**src/rtl/falts_pkg.sv**
```systemverilog
// ----------------------------------------------------------------------------
// falts_pkg
// Shared constants and types for the fully associative LRU tag store.
// ----------------------------------------------------------------------------
package falts_pkg;

    localparam int WAYS        = 4;
    localparam int OFFSET_BITS = 3;
    localparam int ADDR_BITS   = 32;

    localparam int IN_ADDR_W   = 32;
    localparam int EXT_ADDR_W  = 64;
    localparam int TAG_W       = ADDR_BITS - OFFSET_BITS;
    localparam int WAY_W       = (WAYS > 1) ? $clog2(WAYS) : 1;
    localparam int WAY_OUT_W   = 2;
    localparam int COUNT_W     = 32;

    typedef logic [TAG_W-1:0]   t_tag;
    typedef logic [WAY_W-1:0]   t_way;
    typedef logic [COUNT_W-1:0] t_count;

    // controller to datapath commands
    typedef struct packed {
        logic load_addr;
        logic exec;
    } t_dp_cmd;

endpackage

```
**src/rtl/falts_req_if.sv**
```systemverilog
// ----------------------------------------------------------------------------
// falts_req_if
// Request channel: one byte address per beat.
// ----------------------------------------------------------------------------
interface falts_req_if
    import falts_pkg::*;
();
    logic                 valid;
    logic                 ready;
    logic [IN_ADDR_W-1:0] address;

    modport source (output valid, output address, input ready);
    modport sink   (input valid, input address, output ready);
endinterface

```
**src/rtl/falts_rsp_if.sv**
```systemverilog
// ----------------------------------------------------------------------------
// falts_rsp_if
// Response channel: hit flag, way used and the two running counters.
// ----------------------------------------------------------------------------
interface falts_rsp_if
    import falts_pkg::*;
();
    logic                 valid;
    logic                 ready;
    logic                 hit;
    logic [WAY_OUT_W-1:0] way_used;
    logic [COUNT_W-1:0]   hit_total;
    logic [COUNT_W-1:0]   miss_total;

    modport source (output valid, output hit, output way_used, output hit_total,
                    output miss_total, input ready);
    modport sink   (input valid, input hit, input way_used, input hit_total,
                    input miss_total, output ready);
endinterface

```
**src/rtl/fully_assoc_lru_tag_store_unit.sv**
```systemverilog
// ----------------------------------------------------------------------------
// fully_assoc_lru_tag_store_unit
// Steps: the address is loaded, then the lookup/update registers the result beat.
// Throughput: one address at a time; the single lookup/update step of the
//   shared tag store sets this, and a held result stalls the next update.
// Reset: synchronous, active low; clears valid bits and counters, ages go to
//   way index order; tags stay undefined until written.
// ----------------------------------------------------------------------------
module fully_assoc_lru_tag_store_unit
    import falts_pkg::*;
(
    input  logic         i_clk,
    input  logic         i_rst_n,
    falts_req_if.sink    i_req,
    falts_rsp_if.source  o_rsp
);

    t_dp_cmd cmd;

    falts_ctrl u_ctrl (
        .i_clk       (i_clk),
        .i_rst_n     (i_rst_n),
        .i_in_valid  (i_req.valid),
        .o_in_ready  (i_req.ready),
        .o_out_valid (o_rsp.valid),
        .i_out_ready (o_rsp.ready),
        .o_cmd       (cmd)
    );

    falts_dp u_dp (
        .i_clk        (i_clk),
        .i_rst_n      (i_rst_n),
        .i_cmd        (cmd),
        .i_address    (i_req.address),
        .o_hit        (o_rsp.hit),
        .o_way_used   (o_rsp.way_used),
        .o_hit_total  (o_rsp.hit_total),
        .o_miss_total (o_rsp.miss_total)
    );

endmodule

```
**src/rtl/falts_ctrl.sv**
```systemverilog
// ----------------------------------------------------------------------------
// falts_ctrl
// Sequencer: takes an address, runs one lookup/update step, and owns the
// response valid flag.
// ----------------------------------------------------------------------------
module falts_ctrl
    import falts_pkg::*;
(
    input  logic    i_clk,
    input  logic    i_rst_n,
    input  logic    i_in_valid,
    output logic    o_in_ready,
    output logic    o_out_valid,
    input  logic    i_out_ready,
    output t_dp_cmd o_cmd
);

    typedef enum logic [1:0] {
        S_IDLE = 2'b01,
        S_EXEC = 2'b10
    } t_state;

    t_state r_state, n_state;
    logic   r_out_valid, n_out_valid;
    logic   accept;
    logic   slot_free;

    assign o_in_ready  = (r_state == S_IDLE);
    assign accept      = i_in_valid && o_in_ready;
    // result register can take a new beat if empty or draining this cycle
    assign slot_free   = !r_out_valid || i_out_ready;
    assign o_out_valid = r_out_valid;

    always_comb begin
        n_state         = r_state;
        n_out_valid     = r_out_valid;
        o_cmd.load_addr = 1'b0;
        o_cmd.exec      = 1'b0;
        if (r_out_valid && i_out_ready) begin
            n_out_valid = 1'b0;
        end
        unique case (r_state)
            S_IDLE: begin
                if (accept) begin
                    o_cmd.load_addr = 1'b1;
                    n_state         = S_EXEC;
                end
            end
            S_EXEC: begin
                if (slot_free) begin
                    o_cmd.exec  = 1'b1;
                    n_out_valid = 1'b1;
                    n_state     = S_IDLE;
                end
            end
            default: begin
                n_state = S_IDLE;
            end
        endcase
    end

    always_ff @(posedge i_clk) begin
        if (!i_rst_n) begin
            r_state     <= S_IDLE;
            r_out_valid <= 1'b0;
        end else begin
            r_state     <= n_state;
            r_out_valid <= n_out_valid;
        end
    end

endmodule

```
**src/rtl/falts_dp.sv**
```systemverilog
// ----------------------------------------------------------------------------
// falts_dp
// Tag store datapath: way tags, valid bits, LRU ages, counters and the
// result register.
// ----------------------------------------------------------------------------
module falts_dp
    import falts_pkg::*;
(
    input  logic                 i_clk,
    input  logic                 i_rst_n,
    input  t_dp_cmd              i_cmd,
    input  logic [IN_ADDR_W-1:0] i_address,
    output logic                 o_hit,
    output logic [WAY_OUT_W-1:0] o_way_used,
    output t_count               o_hit_total,
    output t_count               o_miss_total
);

    t_tag   r_tag   [WAYS];
    t_way   r_age   [WAYS];
    logic   r_valid [WAYS];
    t_way   n_age   [WAYS];
    t_tag   r_addr_tag;
    t_count r_hits, n_hits;
    t_count r_misses, n_misses;
    logic   r_hit;
    t_way   r_way;

    logic                    found;
    logic                    have_free;
    t_way                    hit_way;
    t_way                    free_way;
    t_way                    lru_way;
    t_way                    sel_way;
    t_way                    sel_age;
    logic [EXT_ADDR_W-1:0]   addr_ext;
    logic [WAY_W+1:0]        way_ext;

    assign addr_ext = EXT_ADDR_W'(i_address);

    // lookup, free-way and victim searches, lowest way wins
    always_comb begin
        found     = 1'b0;
        have_free = 1'b0;
        hit_way   = '0;
        free_way  = '0;
        lru_way   = '0;
        for (int i = WAYS - 1; i >= 0; i--) begin
            if (r_valid[i] && (r_tag[i] == r_addr_tag)) begin
                found   = 1'b1;
                hit_way = WAY_W'(i);
            end
            if (!r_valid[i]) begin
                have_free = 1'b1;
                free_way  = WAY_W'(i);
            end
            if (r_age[i] == WAY_W'(WAYS - 1)) begin
                lru_way = WAY_W'(i);
            end
        end
    end

    always_comb begin
        priority if (found) begin
            sel_way = hit_way;
        end else if (have_free) begin
            sel_way = free_way;
        end else begin
            sel_way = lru_way;
        end
    end

    assign sel_age = r_age[sel_way];

    // move selected way to most recent, younger ways age by one
    always_comb begin
        for (int i = 0; i < WAYS; i++) begin
            if (WAY_W'(i) == sel_way) begin
                n_age[i] = '0;
            end else if (r_age[i] < sel_age) begin
                n_age[i] = r_age[i] + 1'b1;
            end else begin
                n_age[i] = r_age[i];
            end
        end
    end

    always_comb begin
        n_hits   = r_hits;
        n_misses = r_misses;
        if (found) begin
            if (r_hits != '1) begin
                n_hits = r_hits + 1'b1;
            end
        end else begin
            if (r_misses != '1) begin
                n_misses = r_misses + 1'b1;
            end
        end
    end

    always_ff @(posedge i_clk) begin
        if (!i_rst_n) begin
            for (int i = 0; i < WAYS; i++) begin
                r_valid[i] <= 1'b0;
                r_age[i]   <= WAY_W'(i);
            end
            r_hits   <= '0;
            r_misses <= '0;
        end else if (i_cmd.exec) begin
            r_age    <= n_age;
            r_hits   <= n_hits;
            r_misses <= n_misses;
            if (!found) begin
                r_valid[sel_way] <= 1'b1;
            end
        end
    end

    always_ff @(posedge i_clk) begin
        if (i_cmd.load_addr) begin
            r_addr_tag <= TAG_W'(addr_ext[ADDR_BITS-1:0] >> OFFSET_BITS);
        end
        if (i_cmd.exec) begin
            if (!found) begin
                r_tag[sel_way] <= r_addr_tag;
            end
            r_hit <= found;
            r_way <= sel_way;
        end
    end

    assign way_ext      = (WAY_W + 2)'(r_way);
    assign o_hit        = r_hit;
    assign o_way_used   = way_ext[WAY_OUT_W-1:0];
    assign o_hit_total  = r_hits;
    assign o_miss_total = r_misses;

endmodule
```
**src/flat_wrapper.sv**
```systemverilog
// flat-port wrapper written by rule: the top's interface ports become plain ports
module fully_assoc_lru_tag_store_unit_flat import falts_pkg::*;
  (i_clk, i_rst_n, i_req_valid, i_req_address, i_req_ready, o_rsp_valid, o_rsp_hit, o_rsp_way_used, o_rsp_hit_total, o_rsp_miss_total, o_rsp_ready);
  falts_req_if i_req_i ();
  falts_rsp_if o_rsp_i ();
  input  logic i_clk;
  input  logic i_rst_n;
  input wire logic [$bits(i_req_i.valid)-1:0] i_req_valid;
  input wire logic [$bits(i_req_i.address)-1:0] i_req_address;
  output wire logic [$bits(i_req_i.ready)-1:0] i_req_ready;
  output wire logic [$bits(o_rsp_i.valid)-1:0] o_rsp_valid;
  output wire logic [$bits(o_rsp_i.hit)-1:0] o_rsp_hit;
  output wire logic [$bits(o_rsp_i.way_used)-1:0] o_rsp_way_used;
  output wire logic [$bits(o_rsp_i.hit_total)-1:0] o_rsp_hit_total;
  output wire logic [$bits(o_rsp_i.miss_total)-1:0] o_rsp_miss_total;
  input wire logic [$bits(o_rsp_i.ready)-1:0] o_rsp_ready;
  assign i_req_i.valid = i_req_valid;
  assign i_req_i.address = i_req_address;
  assign i_req_ready = i_req_i.ready;
  assign o_rsp_valid = o_rsp_i.valid;
  assign o_rsp_hit = o_rsp_i.hit;
  assign o_rsp_way_used = o_rsp_i.way_used;
  assign o_rsp_hit_total = o_rsp_i.hit_total;
  assign o_rsp_miss_total = o_rsp_i.miss_total;
  assign o_rsp_i.ready = o_rsp_ready;
  fully_assoc_lru_tag_store_unit u_core (.i_clk(i_clk), .i_rst_n(i_rst_n), .i_req(i_req_i), .o_rsp(o_rsp_i));
endmodule
```
**config.mk**
```make
export PLATFORM = sky130hd
export DESIGN_NAME = fully_assoc_lru_tag_store_unit_flat
export DESIGN_NICKNAME = d
export VERILOG_FILES = /design/src/rtl/falts_pkg.sv /design/src/rtl/falts_req_if.sv /design/src/rtl/falts_rsp_if.sv /design/src/rtl/fully_assoc_lru_tag_store_unit.sv /design/src/rtl/falts_ctrl.sv /design/src/rtl/falts_dp.sv /design/src/flat_wrapper.sv
export SDC_FILE = /design/constraint.sdc
export NUM_CORES = 1
export LEC_CHECK = 0
export BUFFER_PORTS_ARGS = -buffer_cell sky130_fd_sc_hd__clkbuf_2
export CAP_MARGIN = 20
export CORE_MARGIN = 10
export CORE_UTILIZATION = 45
export DETAILED_ROUTE_END_ITERATION = 12
export HOLD_SLACK_MARGIN = 0.08
export PLACE_DENSITY = 0.73
export SETUP_SLACK_MARGIN = 0.5
export SYNTH_ARGS = -nofsm -noshare
export SYNTH_HDL_FRONTEND = slang
export SYNTH_SLANG_ARGS = --single-unit
export TNS_END_PERCENT = 10
```
**constraint.sdc**
```tcl
create_clock -name i_clk -period 8.6 [get_ports i_clk]
set_input_delay 1.29 -clock i_clk [delete_from_list [all_inputs] [get_ports i_clk]]
set_output_delay 1.29 -clock i_clk [all_outputs]
set_load 0.005 [all_outputs]
```
After elaboration in Yosys (flattened, before gate mapping)
Memory sizes are Yosys's and may differ from the RTL's. Index checks and enable logic that the tools add are counted.

Register bits after elaboration: 107. Memory bits (writable): 120. Input bits: 36. Output and inout port bits: 69. Word-level logic and storage cells: 116. Memories: 2.

Memories: u_core.u_dp.r_tag (depth 4, width 29, read ports 4, clocked after Yosys merged registers in 0, wr ports 1, RTL line falts_dp.sv:19) `t_tag r_tag [WAYS];`; u_core.u_dp.r_valid (depth 4, width 1, read ports 4, clocked after Yosys merged registers in 0, wr ports 4, RTL line falts_dp.sv:21) `logic r_valid [WAYS];`.

Add/sub/neg operators: 6. Order comparisons: 5. Equal/unequal tests: 17. Mux-type cells: 52. Bitwise logic cells: 2. Reduce and logical (&&, ||, !) cells: 21.

Operators with widths (number): $eq A29 B29 Y1 (4); $add A32 B1 Y32 const B (2); $ne A32 B32 Y1 const B (2); $mux W2 (27); $mux W1 (23); $eq A2 B2 Y1 const B (5); $reduce_and A2 Y1 (5); $add A2 B1 Y2 const B (4); $lt A2 B2 Y1 (4); $reduce_bool A2 Y1 (4); $logic_and A1 B1 Y1 (6); $reduce_and A3 Y1 (2); $bmux W2 S2 (1); $eq A2 B2 Y1 const A (2); $pmux W2 S2 (1); $ge A3 B3 Y1 const B (1); $not A2 Y3 (1); $eq A1 B2 Y1 const A (1); $eq A2 B1 Y1 const B (1); $logic_not A2 Y1 (1); $ne A2 B1 Y1 const B (1); $ne A2 B2 Y1 const B (1); $logic_not A1 Y1 (1); $logic_or A1 B1 Y1 (1); 2 further kinds (2).

Longest topological paths before layout
Gate-level depths: netlist of the first run. An unclocked memory read counts as a cell.

Depth after elaboration: 15. Gate-level depth with buffers: 14. Depth with buffers taken out: 11.

Cells and area by module
A second synthesis of the first run with hierarchy kept.

Cells, all modules: 878. Area total of the unflattened synthesis: 10291.1 um^2.

By module, submodules not included: falts_dp (times used 1, cells each 866, area each 10164.7 um^2, sequential area each 5975.7 um^2); falts_ctrl (times used 1, cells each 12, area each 126.4 um^2, sequential area each 60.1 um^2).

Worst setup path before layout of the first run
No wires, ideal clock.

Path type: input to register. Start: input port o_rsp_ready. End: memory u_core.u_dp.r_tag[1][0] in the netlist's numbering, enable pin. Setup time: 454 ps. Arrival: 4179 ps. Required time: 8146 ps. Path slack: 3968 ps. Stages on the path: 6. Buffers on the path: 1. Cell sequence: nand2b_1 nand2b_1 inv_1 clkbuf_1 nand2_1 nor3_1.

RTL lines: start: declaration (RTL line flat_wrapper.sv:16) `input wire logic [$bits(o_rsp_i.ready)-1:0] o_rsp_ready;`; end: declaration (RTL line falts_dp.sv:19).

Final worst setup path of the first run
Start: register u_core.u_dp.r_addr_tag[12]. End: memory u_core.u_dp.r_tag[3][2] in the netlist's numbering, enable pin.

Elaborated cells on any way between the ends: 20. Those cells by class: eq/ne: 4; mux: 12; reduce/logical: 4.

RTL lines: start: declaration (RTL line falts_dp.sv:23) `t_tag r_addr_tag;`; start signal: assignment (RTL line falts_dp.sv:122) `r_addr_tag <= TAG_W'(addr_ext[ADDR_BITS-1:0] >> OFFSET_BITS);`; $eq A29 B29 Y1 (RTL line falts_dp.sv:49) `if (r_valid[i] && (r_tag[i] == r_addr_tag)) begin`; $logic_and A1 B1 Y1 (RTL line falts_dp.sv:49); $mux W2 / $mux W1 (equally long branches) (4 in series) (RTL line falts_dp.sv:49); $mux W2 * (RTL line falts_dp.sv:64) `priority if (found) begin`; net u_core.u_dp.sel_way[1] (RTL line falts_dp.sv:34) `t_way sel_way;`.

Mark *: on every way through the listed nets, which the timed path passes. The rest lies on a longest branch.

==> flow_summary.yaml, run 1 <==
pwr:
  p_leak_nw: 3.85
  p_sw_mw: 0.496
  sw_frac_of_total_pct: 21.6
  p_per_area_mw_per_mm2: 198
  intPower_mw: 1.80
  power_frac_clock_pct: 43.6
  vdd_drop_max_mv: 0.153
  pwr-share-seq_pct: 52.7
  combPwrFrac_pct: 3.7
grt:
  grt_pass1_wl_um: 36100
  use_met2_pct: 25.4
  grt_use_met3_pct: 2.59
  grt_use_met1_pct: 20.0
  grt.overflow.total: 0
  grt_antenna_before_repair: 0
  grt_max_degree: 55
  grt_pass1_vias: 6645
  grt.total_usage_pct: 15.4
  grt_busiest_layer: "met2"
critical_path:
  crit_arrival_ns: 4.31
  crit_chain: "xnor2_1 > nand4_1 > nor4_1 > and2_1 > nor3_1 > nor2_1 > nand2_1 > nor2_2 > buf_4"
  cp-end-kind: "flip-flop"
  slowest_stage: "nor4_1"
  max_stage_delay_ns: 0.65
  worstSetupPathType: "flip-flop to flip-flop"
  crit_required_ns: 8.79
  path_max_fanout: 24
  cp-start-kind: "flip-flop"
min_path:
  holdCritPathClass: "flip-flop to flip-flop"
sta:
  grt_setup_unrepaired: "false"
  setup_viol_count_final: 0
  fin_worst_skew_ns: 0.0154
  worstMarginPinSlew_ns: 0.781
  fmax_mhz: 243
  fin_crit_sh_pct: 47.9
  relSlewSlack_pct: 47.7
  tns_ns: 0
  hold_viol: 0
  maxSlewViolCount: 0
  period_needed_ns: 4.12
final_layout:
  utilization_pct: 52.7
  layout_common_cells: "149 x edfxtp_1, 130 x xnor2_1, 102 x clkbuf_2"
  fin_area_sq_mm: 0.0116
  final_common_cell: "edfxtp_1"
  syn_to_final_growth_pct: 14.6
  drive_gt1_share_pct: 17.0
  fin_nets: 986
logic_synthesis:
  syn_nets: 897
  yosysSeqAreaShare_pct: 59.8
  synth-edff-count: 149
  yosys.area.top_type: "edfxtp_1"
  async_flop_share_pct: 0
  synth.avg_cell_area_sq_um: 11.8
  syn_inst: 855
  yosysWarnings: 0
  netlist_top_cells_area: "edfxtp_1 44%, dfxtp_1 15%, xnor2_1 11%"
  synthesis.area_sq_mm: 0.0101
  synthFlopType: "edfxtp_1"
  synth_top_cell_area_share_pct: 44.3
  synth.distinct_cells: 54
  synth-seq-cells: 227
floorplan:
  io_pins: 105
  die-area_sq_mm: 0.0288
  initial_core_util_pct: 46.0
  num_rows: 54
  core_area_sq_mm: 0.0220
  die_w_um: 170
  die_h_um: 170
detailed_routing:
  first_pass_iters: 4
  vias: 6718
  via_per_inst: 5.41
  wire_per_inst_um: 18.2
  ant_nets: 0
  drt_first_iter_violations: 520
  drc: 0
  wl_um: 22600
clocking:
  post_cts_resized: 0
  cts_setup_buffers: 0
  cts_tree: "yes"
  cts_sinks: 227
  clk_pin_slew_ns: 0.06
  clkLatencyLatePin_ns: 0.53
  clk_path_buf_depth: 3
  ctsHtreeMaxLevel: 1
  root_buffer: "clkbuf_16"
  cts_buffers: 25
  hold_buffers: 0
status:
  run_status: "completed"
placed_design:
  detailed_place.area_sq_mm: 0.0108
  io_buffers: 101
  place.gp.congestion: 0.887
  hpwl_um: 16000
flow_run:
  drv_cap: 0
[worst paths after layout]
| check | start | endpoint | slack (ns) | cells after the start |
|---|---|---|---|---|
| worst max register to register | u_core.u_dp.r_addr_tag[12] | u_core.u_dp.r_tag[3][2] | 4.48 | 9 |
| worst min register to register | u_core.u_dp.o_miss_total[16] | u_core.u_dp.o_miss_total[16] | 0.50 | 2 |
| worst max-delay path | u_core.u_dp.r_addr_tag[12] | u_core.u_dp.r_tag[3][2] | 4.48 | 9 |
| worst min-delay path | u_core.u_dp.o_miss_total[16] | u_core.u_dp.o_miss_total[16] | 0.50 | 2 |
[state kept, by name (all words and copies together), names as in the netlist, 2 cells and up]
name and cells:
u_core.u_dp.r_valid 4, u_core.u_dp.o_hit_total 32, u_core.u_dp.r_tag 116, u_core.u_ctrl.r_state 2, u_core.u_dp.r_addr_tag 29, u_core.u_dp.r_age 8
u_core.u_dp.o_way_used 2, u_core.u_dp.o_miss_total 32
[cells in the mapped netlist, types with 3 or more instances]
| cell type | n |
|---|---|
| nor3b_1 | 3 |
| a211oi_1 | 3 |
| xor2_1 | 33 |
| o21ai_0 | 18 |
| nor3_1 | 9 |
| ha_1 | 6 |
| edfxtp_1 | 149 |
| nand3_1 | 36 |
| o211ai_1 | 4 |
| nand2_1 | 40 |
| or4_1 | 4 |
| a21oi_1 | 21 |
| nor2_1 | 79 |
| and4_1 | 6 |
| xnor2_1 | 130 |
| a21o_1 | 4 |
| xnor2_2 | 4 |
| or3_1 | 14 |
| and3_1 | 13 |
| buf_6 | 3 |
| o21a_1 | 3 |
| nand4_1 | 69 |
| inv_1 | 18 |
| a31oi_1 | 5 |
| and2_1 | 10 |
| buf_2 | 18 |
| o31ai_1 | 3 |
| nor4_1 | 15 |
| clkbuf_1 | 24 |
| dfxtp_1 | 78 |
| nand2b_1 | 4 |
[power groups by stage]
stage	sequential, mW	clock, mW	combinational, mW
CTS	1.21	1.02	0.0852
detailed placement	1.23	0	0.0846
global route	1.21	1.07	0.0937
floorplan	1.21	0	0.0759
finish	1.21	1.00	0.0853
global placement	1.23	0	0.0835
[stage by stage]
step	hold slack [ns]	setup WS (ns)	total power [mW]	std cells
after floorplan	0.476	3.97	1.29	855
after global placement	0.480	4.29	1.31	1196
after detailed placement	0.489	4.08	1.32	1196
after CTS	0.499	4.39	2.32	1239
after global routing	0.533	4.08	2.37	1240
final	0.498	4.48	2.30	1241
[worst max-delay path: cells and delay by family (launching register included)]
kind,cells,cell delay (ns)
XOR/XNOR,1,0.44
buffers and inverters,1,0.41
flip-flops,1,0.56
AND/OR/NAND/NOR,7,2.35
[cell type report]
cell class                 instances  area (sq um)
clock inverter                     9          87.6
inverter                          20          75.1
fill                            1880         10400
tap                              280           350
timing repair buffer             108           556
antenna                            1          2.50
multi-input combinational        562          3780
sequential                       227          6040
clock buffer                      34           681
[per-layer routing]
metal	vias to the layer above	share of wire, %
li1	3260	-
met1	3239	43
met2	174	48
met3	45	5.1
met4	0	3.1
met5	-	0
[cell families after synthesis]
| logic type | synth area share (%) |
|---|---|
| simple gates | 16.3 |
| mux | 0.198 |
| buf+inv | 2.90 |
| compound gates | 5.31 |
| fa+ha+maj | 0.743 |
| xor+xnor | 14.8 |
| flops | 59.8 |
No activity file was read; power rests on OpenSTA's default activity.
==> inputs of run 2 (changes only) <==
Clock period 8.6 ns to 4.3 ns, I/O delays scaled along.
==> run 2 against run 1 <==
  * Via count is 2.3% higher
  * Sequential power is 100% higher
  * Power is 100% higher
  * Clock-buffer cell count is 1 lower
  * Critical path type unchanged
  * Largest power group unchanged
  * Highest routed layer unchanged
==> flow_summary.yaml, run 2 (same netlist as run 1, synthesis figures left out) <==
detailed_routing:
  wl_um: 22500
  via_per_inst: 5.50
  wire_per_inst_um: 18.0
  ant_nets: 0
  vias: 6872
  drt_first_iter_violations: 553
  first_pass_iters: 5
  drc: 0
pwr:
  power_frac_clock_pct: 44.5
  sw_frac_of_total_pct: 21.6
  intPower_mw: 3.66
  p_per_area_mw_per_mm2: 399
  vdd_drop_max_mv: 0.346
  pwr-share-seq_pct: 51.8
  combPwrFrac_pct: 3.7
  p_sw_mw: 1.01
  p_leak_nw: 3.91
sta:
  tns_ns: 0
  relSlewSlack_pct: 50.6
  maxSlewViolCount: 0
  period_needed_ns: 3.69
  hold_viol: 0
  fin_worst_skew_ns: 0.0136
  worstMarginPinSlew_ns: 0.737
  fin_ws_ns: 0.611
  grt_setup_unrepaired: "true"
  fmax_mhz: 271
  fin_crit_sh_pct: 85.8
  setup_viol_count_final: 0
floorplan:
  io_pins: 105
  die_h_um: 170
  die_w_um: 170
  core_area_sq_mm: 0.0220
  initial_core_util_pct: 46.0
  die-area_sq_mm: 0.0288
  num_rows: 54
placed_design:
  hpwl_um: 16000
  dp_slack_ns: 0.107
  io_buffers: 101
  place.gp.congestion: 0.939
final_layout:
  largest_reg_flops: 116
  final_common_cell: "edfxtp_1"
  n_fill_cell: 1852
  n_antenna_cell: 0
  top_register: "u_core.u_dp.r_tag"
  regArea_sq_mm: 0.00604
  multi_input_area_sq_mm: 0.00381
  drive_gt1_share_pct: 18.2
  syn_to_final_growth_pct: 15.8
  fin_nets: 992
  layout_common_cells: "149 x edfxtp_1, 129 x xnor2_1, 101 x clkbuf_2"
clocking:
  clkLatencyLatePin_ns: 0.52
  cts_tree: "yes"
  ctsHtreeMaxLevel: 1
  cts_sinks: 227
  cts_buffers: 26
  clk_pin_slew_ns: 0.06
  clk_path_buf_depth: 3
  root_buffer: "clkbuf_16"
critical_path:
  max_stage_delay_ns: 0.64
  cp-end-kind: "flip-flop"
  worstSetupPathType: "flip-flop to flip-flop"
  cp.buffers_inverters: 0
  cp_top_family: "simple AND/OR/NAND/NOR gates"
  crit_chain: "xnor2_1 > nand4_1 > nor4_1 > and2_1 > or3_1 > nand3_1 > nand3_2 > nand4_1 > o31ai_1 > o311ai_1"
  path_max_fanout: 8
  cp-start-kind: "flip-flop"
  slowest_stage: "nor4_1"
  crit_required_ns: 4.68
  crit_arrival_ns: 4.07
  crit_top_cell: "nand4_1"
grt:
  grt_antenna_before_repair: 0
  grt_use_met1_pct: 20.2
  grt_max_degree: 41
  grt.total_usage_pct: 15.3
  use_met2_pct: 24.8
  grt_pass1_vias: 6761
  grt_pass1_wl_um: 36100
  grt.overflow.total: 0
  grt_use_met3_pct: 2.71
  grt_busiest_layer: "met2"
flow_run:
  drv_cap: 0
min_path:
  holdCritPathClass: "input port to flip-flop"
status:
  run_status: "completed"
run 2: cell types whose count changed in the layout (fill, tap and decap cells not counted), sizes merged:
cell and change:
diode -1, buf +5, clkinvlp +1, clkinv +5, clkbuf -1
run 2: cell type report:
class                      instances  share of cell area [%]
sequential                       227                    51.6
multi-input combinational        562                    32.6
inverter                          20                   0.642
tap                              280                    2.99
clock inverter                    15                   0.930
clock buffer                      33                    6.05
timing repair buffer             113                    5.20
run 2: worst paths after layout:
check	start	to	slack, ns	cells past startpoint
worst max-delay path	u_core.u_dp.r_addr_tag[12]	u_core.u_dp.r_age[3]	0.61	10
worst min-delay path	i_req_address[26]	u_core.u_dp.r_addr_tag[23]	0.30	1
worst max register to register	u_core.u_dp.r_addr_tag[12]	u_core.u_dp.r_age[3]	0.61	10
worst min register to register	u_core.u_dp.o_miss_total[15]	u_core.u_dp.o_miss_total[15]	0.50	2
run 2: per-layer routing:
metal	wire, um	up-vias
met5	0	-
met3	1290	60
met2	10700	209
li1	-	3298
met1	9730	3305
met4	790	0
run 2: stage by stage:
| stage | instances | utilization, % | hold WS [ns] | power, mW | cell area, sq um |
|---|---|---|---|---|---|
| after floorplan | 855 | - | 0.476 | 2.57 | 10100 |
| after global placement | 1201 | 49.4 | 0.481 | 2.63 | 10900 |
| after detailed placement | 1201 | 49.4 | 0.495 | 2.63 | 10900 |
| after CTS | 1249 | 53.2 | 0.283 | 4.71 | 11700 |
| after global routing | 1250 | 53.3 | 0.283 | 4.82 | 11700 |
| final | 1250 | 53.3 | 0.296 | 4.66 | 11700 |
run 2: power groups by stage:
| stage | clock, mW | sequential (mW) | combinational [mW] |
|---|---|---|---|
| after global placement | 0 | 2.46 | 0.167 |
| final | 2.07 | 2.42 | 0.172 |
| after global routing | 2.21 | 2.42 | 0.188 |
| after CTS | 2.12 | 2.42 | 0.171 |
| after detailed placement | 0 | 2.46 | 0.170 |
| after floorplan | 0 | 2.42 | 0.152 |
run 2: what timing repair did:
action,4_1_cts,5_1_grt
hold buffers,0,0
resized for setup,1,3
setup endpoints to repair,31,38
pin swaps,0,1
setup buffers,0,1
==> inputs of run 3 (changes only) <==
Settings changed: PLACE_DENSITY 0.73 to not set, PLACE_DENSITY_LB_ADDON set to 0.25, RECOVER_POWER set to 25.
==> run 3 against run 2 <==
  * Via count down 2.7%
  * Clock skew down 0.0051 ns
  * Die area unchanged
  * Clock power down 2%
  * Sequential power about the same
  * Hold slack better by 0.010 ns
  * Fmax down 1.6%
  * Highest routed layer unchanged
==> flow_summary.yaml, run 3 (same netlist as run 1, synthesis figures left out) <==
sta:
  hold-worst-slack_ns: 0.306
  grt_setup_unrepaired: "true"
  relSlewSlack_pct: 54.5
  fin_ws_ns: 0.550
  fin_worst_skew_ns: 0.00847
  period_needed_ns: 3.75
  fmax_mhz: 267
  tns_ns: 0
  maxSlewViolCount: 0
  fin_crit_sh_pct: 87.2
  hold_viol: 0
  worstMarginPinSlew_ns: 0.683
  setup_viol_count_final: 0
grt:
  grt_max_degree: 39
  grt_pass1_wl_um: 36300
  grt.overflow.total: 0
  grt_pass1_vias: 6452
  grt_antenna_before_repair: 0
  grt.total_usage_pct: 15.5
flow_run:
  drv_cap: 0
detailed_routing:
  wl_um: 22900
  ant_nets: 0
  drc: 0
  via_per_inst: 5.36
  vias: 6684
  first_pass_iters: 5
  wire_per_inst_um: 18.4
  drt_first_iter_violations: 501
critical_path:
  r2r-start: "u_core.u_dp.r_addr_tag[16]"
  crit_arrival_ns: 4.14
  rrSetupSlack_ns: 0.55
  cp-end-kind: "flip-flop"
  ff2ff_path_depth: 10
  path_max_fanout: 8
  crit_required_ns: 4.69
  worstSetupPathType: "flip-flop to flip-flop"
  reg2reg_to: "u_core.u_dp.r_age[7]"
  cp-start-kind: "flip-flop"
clocking:
  clk_pin_slew_ns: 0.06
  cts_setup_buffers: 0
  root_buffer: "clkbuf_16"
  cts_buffers: 25
  clk_path_buf_depth: 3
  cts_sinks: 227
  post_cts_resized: 0
  cts_tree: "yes"
  clkLatencyLatePin_ns: 0.51
  ctsHtreeMaxLevel: 1
  hold_buffers: 0
final_layout:
  drive_gt1_share_pct: 17.4
  multi_input_area_sq_mm: 0.00381
  syn_to_final_growth_pct: 15.4
  layout_common_cells: "149 x edfxtp_1, 128 x xnor2_1, 101 x clkbuf_2"
  n_antenna_cell: 0
  fin_nets: 991
  n_fill_cell: 1888
  final_common_cell: "edfxtp_1"
  regArea_sq_mm: 0.00604
  largest_reg_flops: 116
  top_register: "u_core.u_dp.r_tag"
  utilization_pct: 53.1
placed_design:
  place.gp.congestion: 0.860
  hpwl_um: 16200
  io_buffers: 101
  dp_slack_ns: 0.564
floorplan:
  initial_core_util_pct: 46.0
  die_h_um: 170
  num_rows: 54
  die_w_um: 170
  core_area_sq_mm: 0.0220
  die-area_sq_mm: 0.0288
  io_pins: 105
status:
  run_status: "completed"
pwr:
  vdd_drop_max_mv: 0.329
  p_leak_nw: 3.89
  p_per_area_mw_per_mm2: 396
min_path:
  holdCritPathClass: "input port to flip-flop"
  whs_path_depth: 1
  hold_start: "i_req_address[4]"
  min_to: "u_core.u_dp.r_addr_tag[1]"
run 3: cell type report:
| cell class | instances | share of cell area, % |
|---|---|---|
| well taps | 280 | 3.01 |
| flip-flops and latches | 227 | 51.8 |
| inverters | 20 | 0.644 |
| multi-input cells | 562 | 32.7 |
| repair buffers | 113 | 5.24 |
| clock inverters | 13 | 0.955 |
| clock buffers | 32 | 5.68 |
run 3: metal layers:
layer,GRT usage (%),part of all wire [%],vias to the layer above,wire (um)
met5,0,0,-,0
met4,4.27,2.0,0,454
met3,2.68,5.2,32,1200
met2,25.2,47,148,10800
met1,20.9,45,3222,10400
li1,-,-,3282,-
run 3: worst max-delay path, stage by stage, from the launching register on:
cell and delay [ns]:
edfxtp_1 0.55, xnor2_1 0.44, nand4_1 0.14, nor4_1 0.58, nand2_1 0.20, a311oi_4 0.55
inv_2 0.21, nand3_2 0.20, nand4_1 0.31, o41ai_1 0.34, a21oi_1 0.11
run 3: how the worst max path moves through the flow:
stage | start | to | slack [ns] | cells past startpoint
finish | u_core.u_dp.r_addr_tag[16] | u_core.u_dp.r_age[7] | 0.55 | 10
global route | u_core.u_dp.r_addr_tag[16] | u_core.u_dp.r_age[7] | 0.33 | 10
CTS | u_core.u_dp.r_addr_tag[14] | u_core.u_dp.r_age[7] | 0.55 | 10
detailed placement | u_core.u_dp.r_addr_tag[14] | u_core.u_dp.r_age[7] | 0.56 | 10
global placement | u_core.u_dp.r_addr_tag[12] | u_core.u_dp.o_miss_total[31] | 0.16 | 11
floorplan | u_core.u_dp.r_addr_tag[19] | u_core.u_dp.r_tag[3][0] | 0.59 | 8
run 3: per-stage QoR:
stage	std cells	power [mW]	area, sq um
final	1247	4.62	11700
after global routing	1247	4.78	11700
after CTS	1247	4.66	11600
after detailed placement	1202	2.64	10900
after global placement	1201	2.64	10900
after floorplan	855	2.57	10100
run 3: where the power goes:
| group | leakage [nW] | total [mW] | internal, mW | switching [mW] |
|---|---|---|---|---|
| Sequential | 1.98 | 2.42 | 2.36 | 0.0580 |
| Combinational | 1.53 | 0.176 | 0.0733 | 0.103 |
| Clock | 0.380 | 2.02 | 1.20 | 0.822 |
| Total | 3.89 | 4.62 | 3.63 | 0.983 |
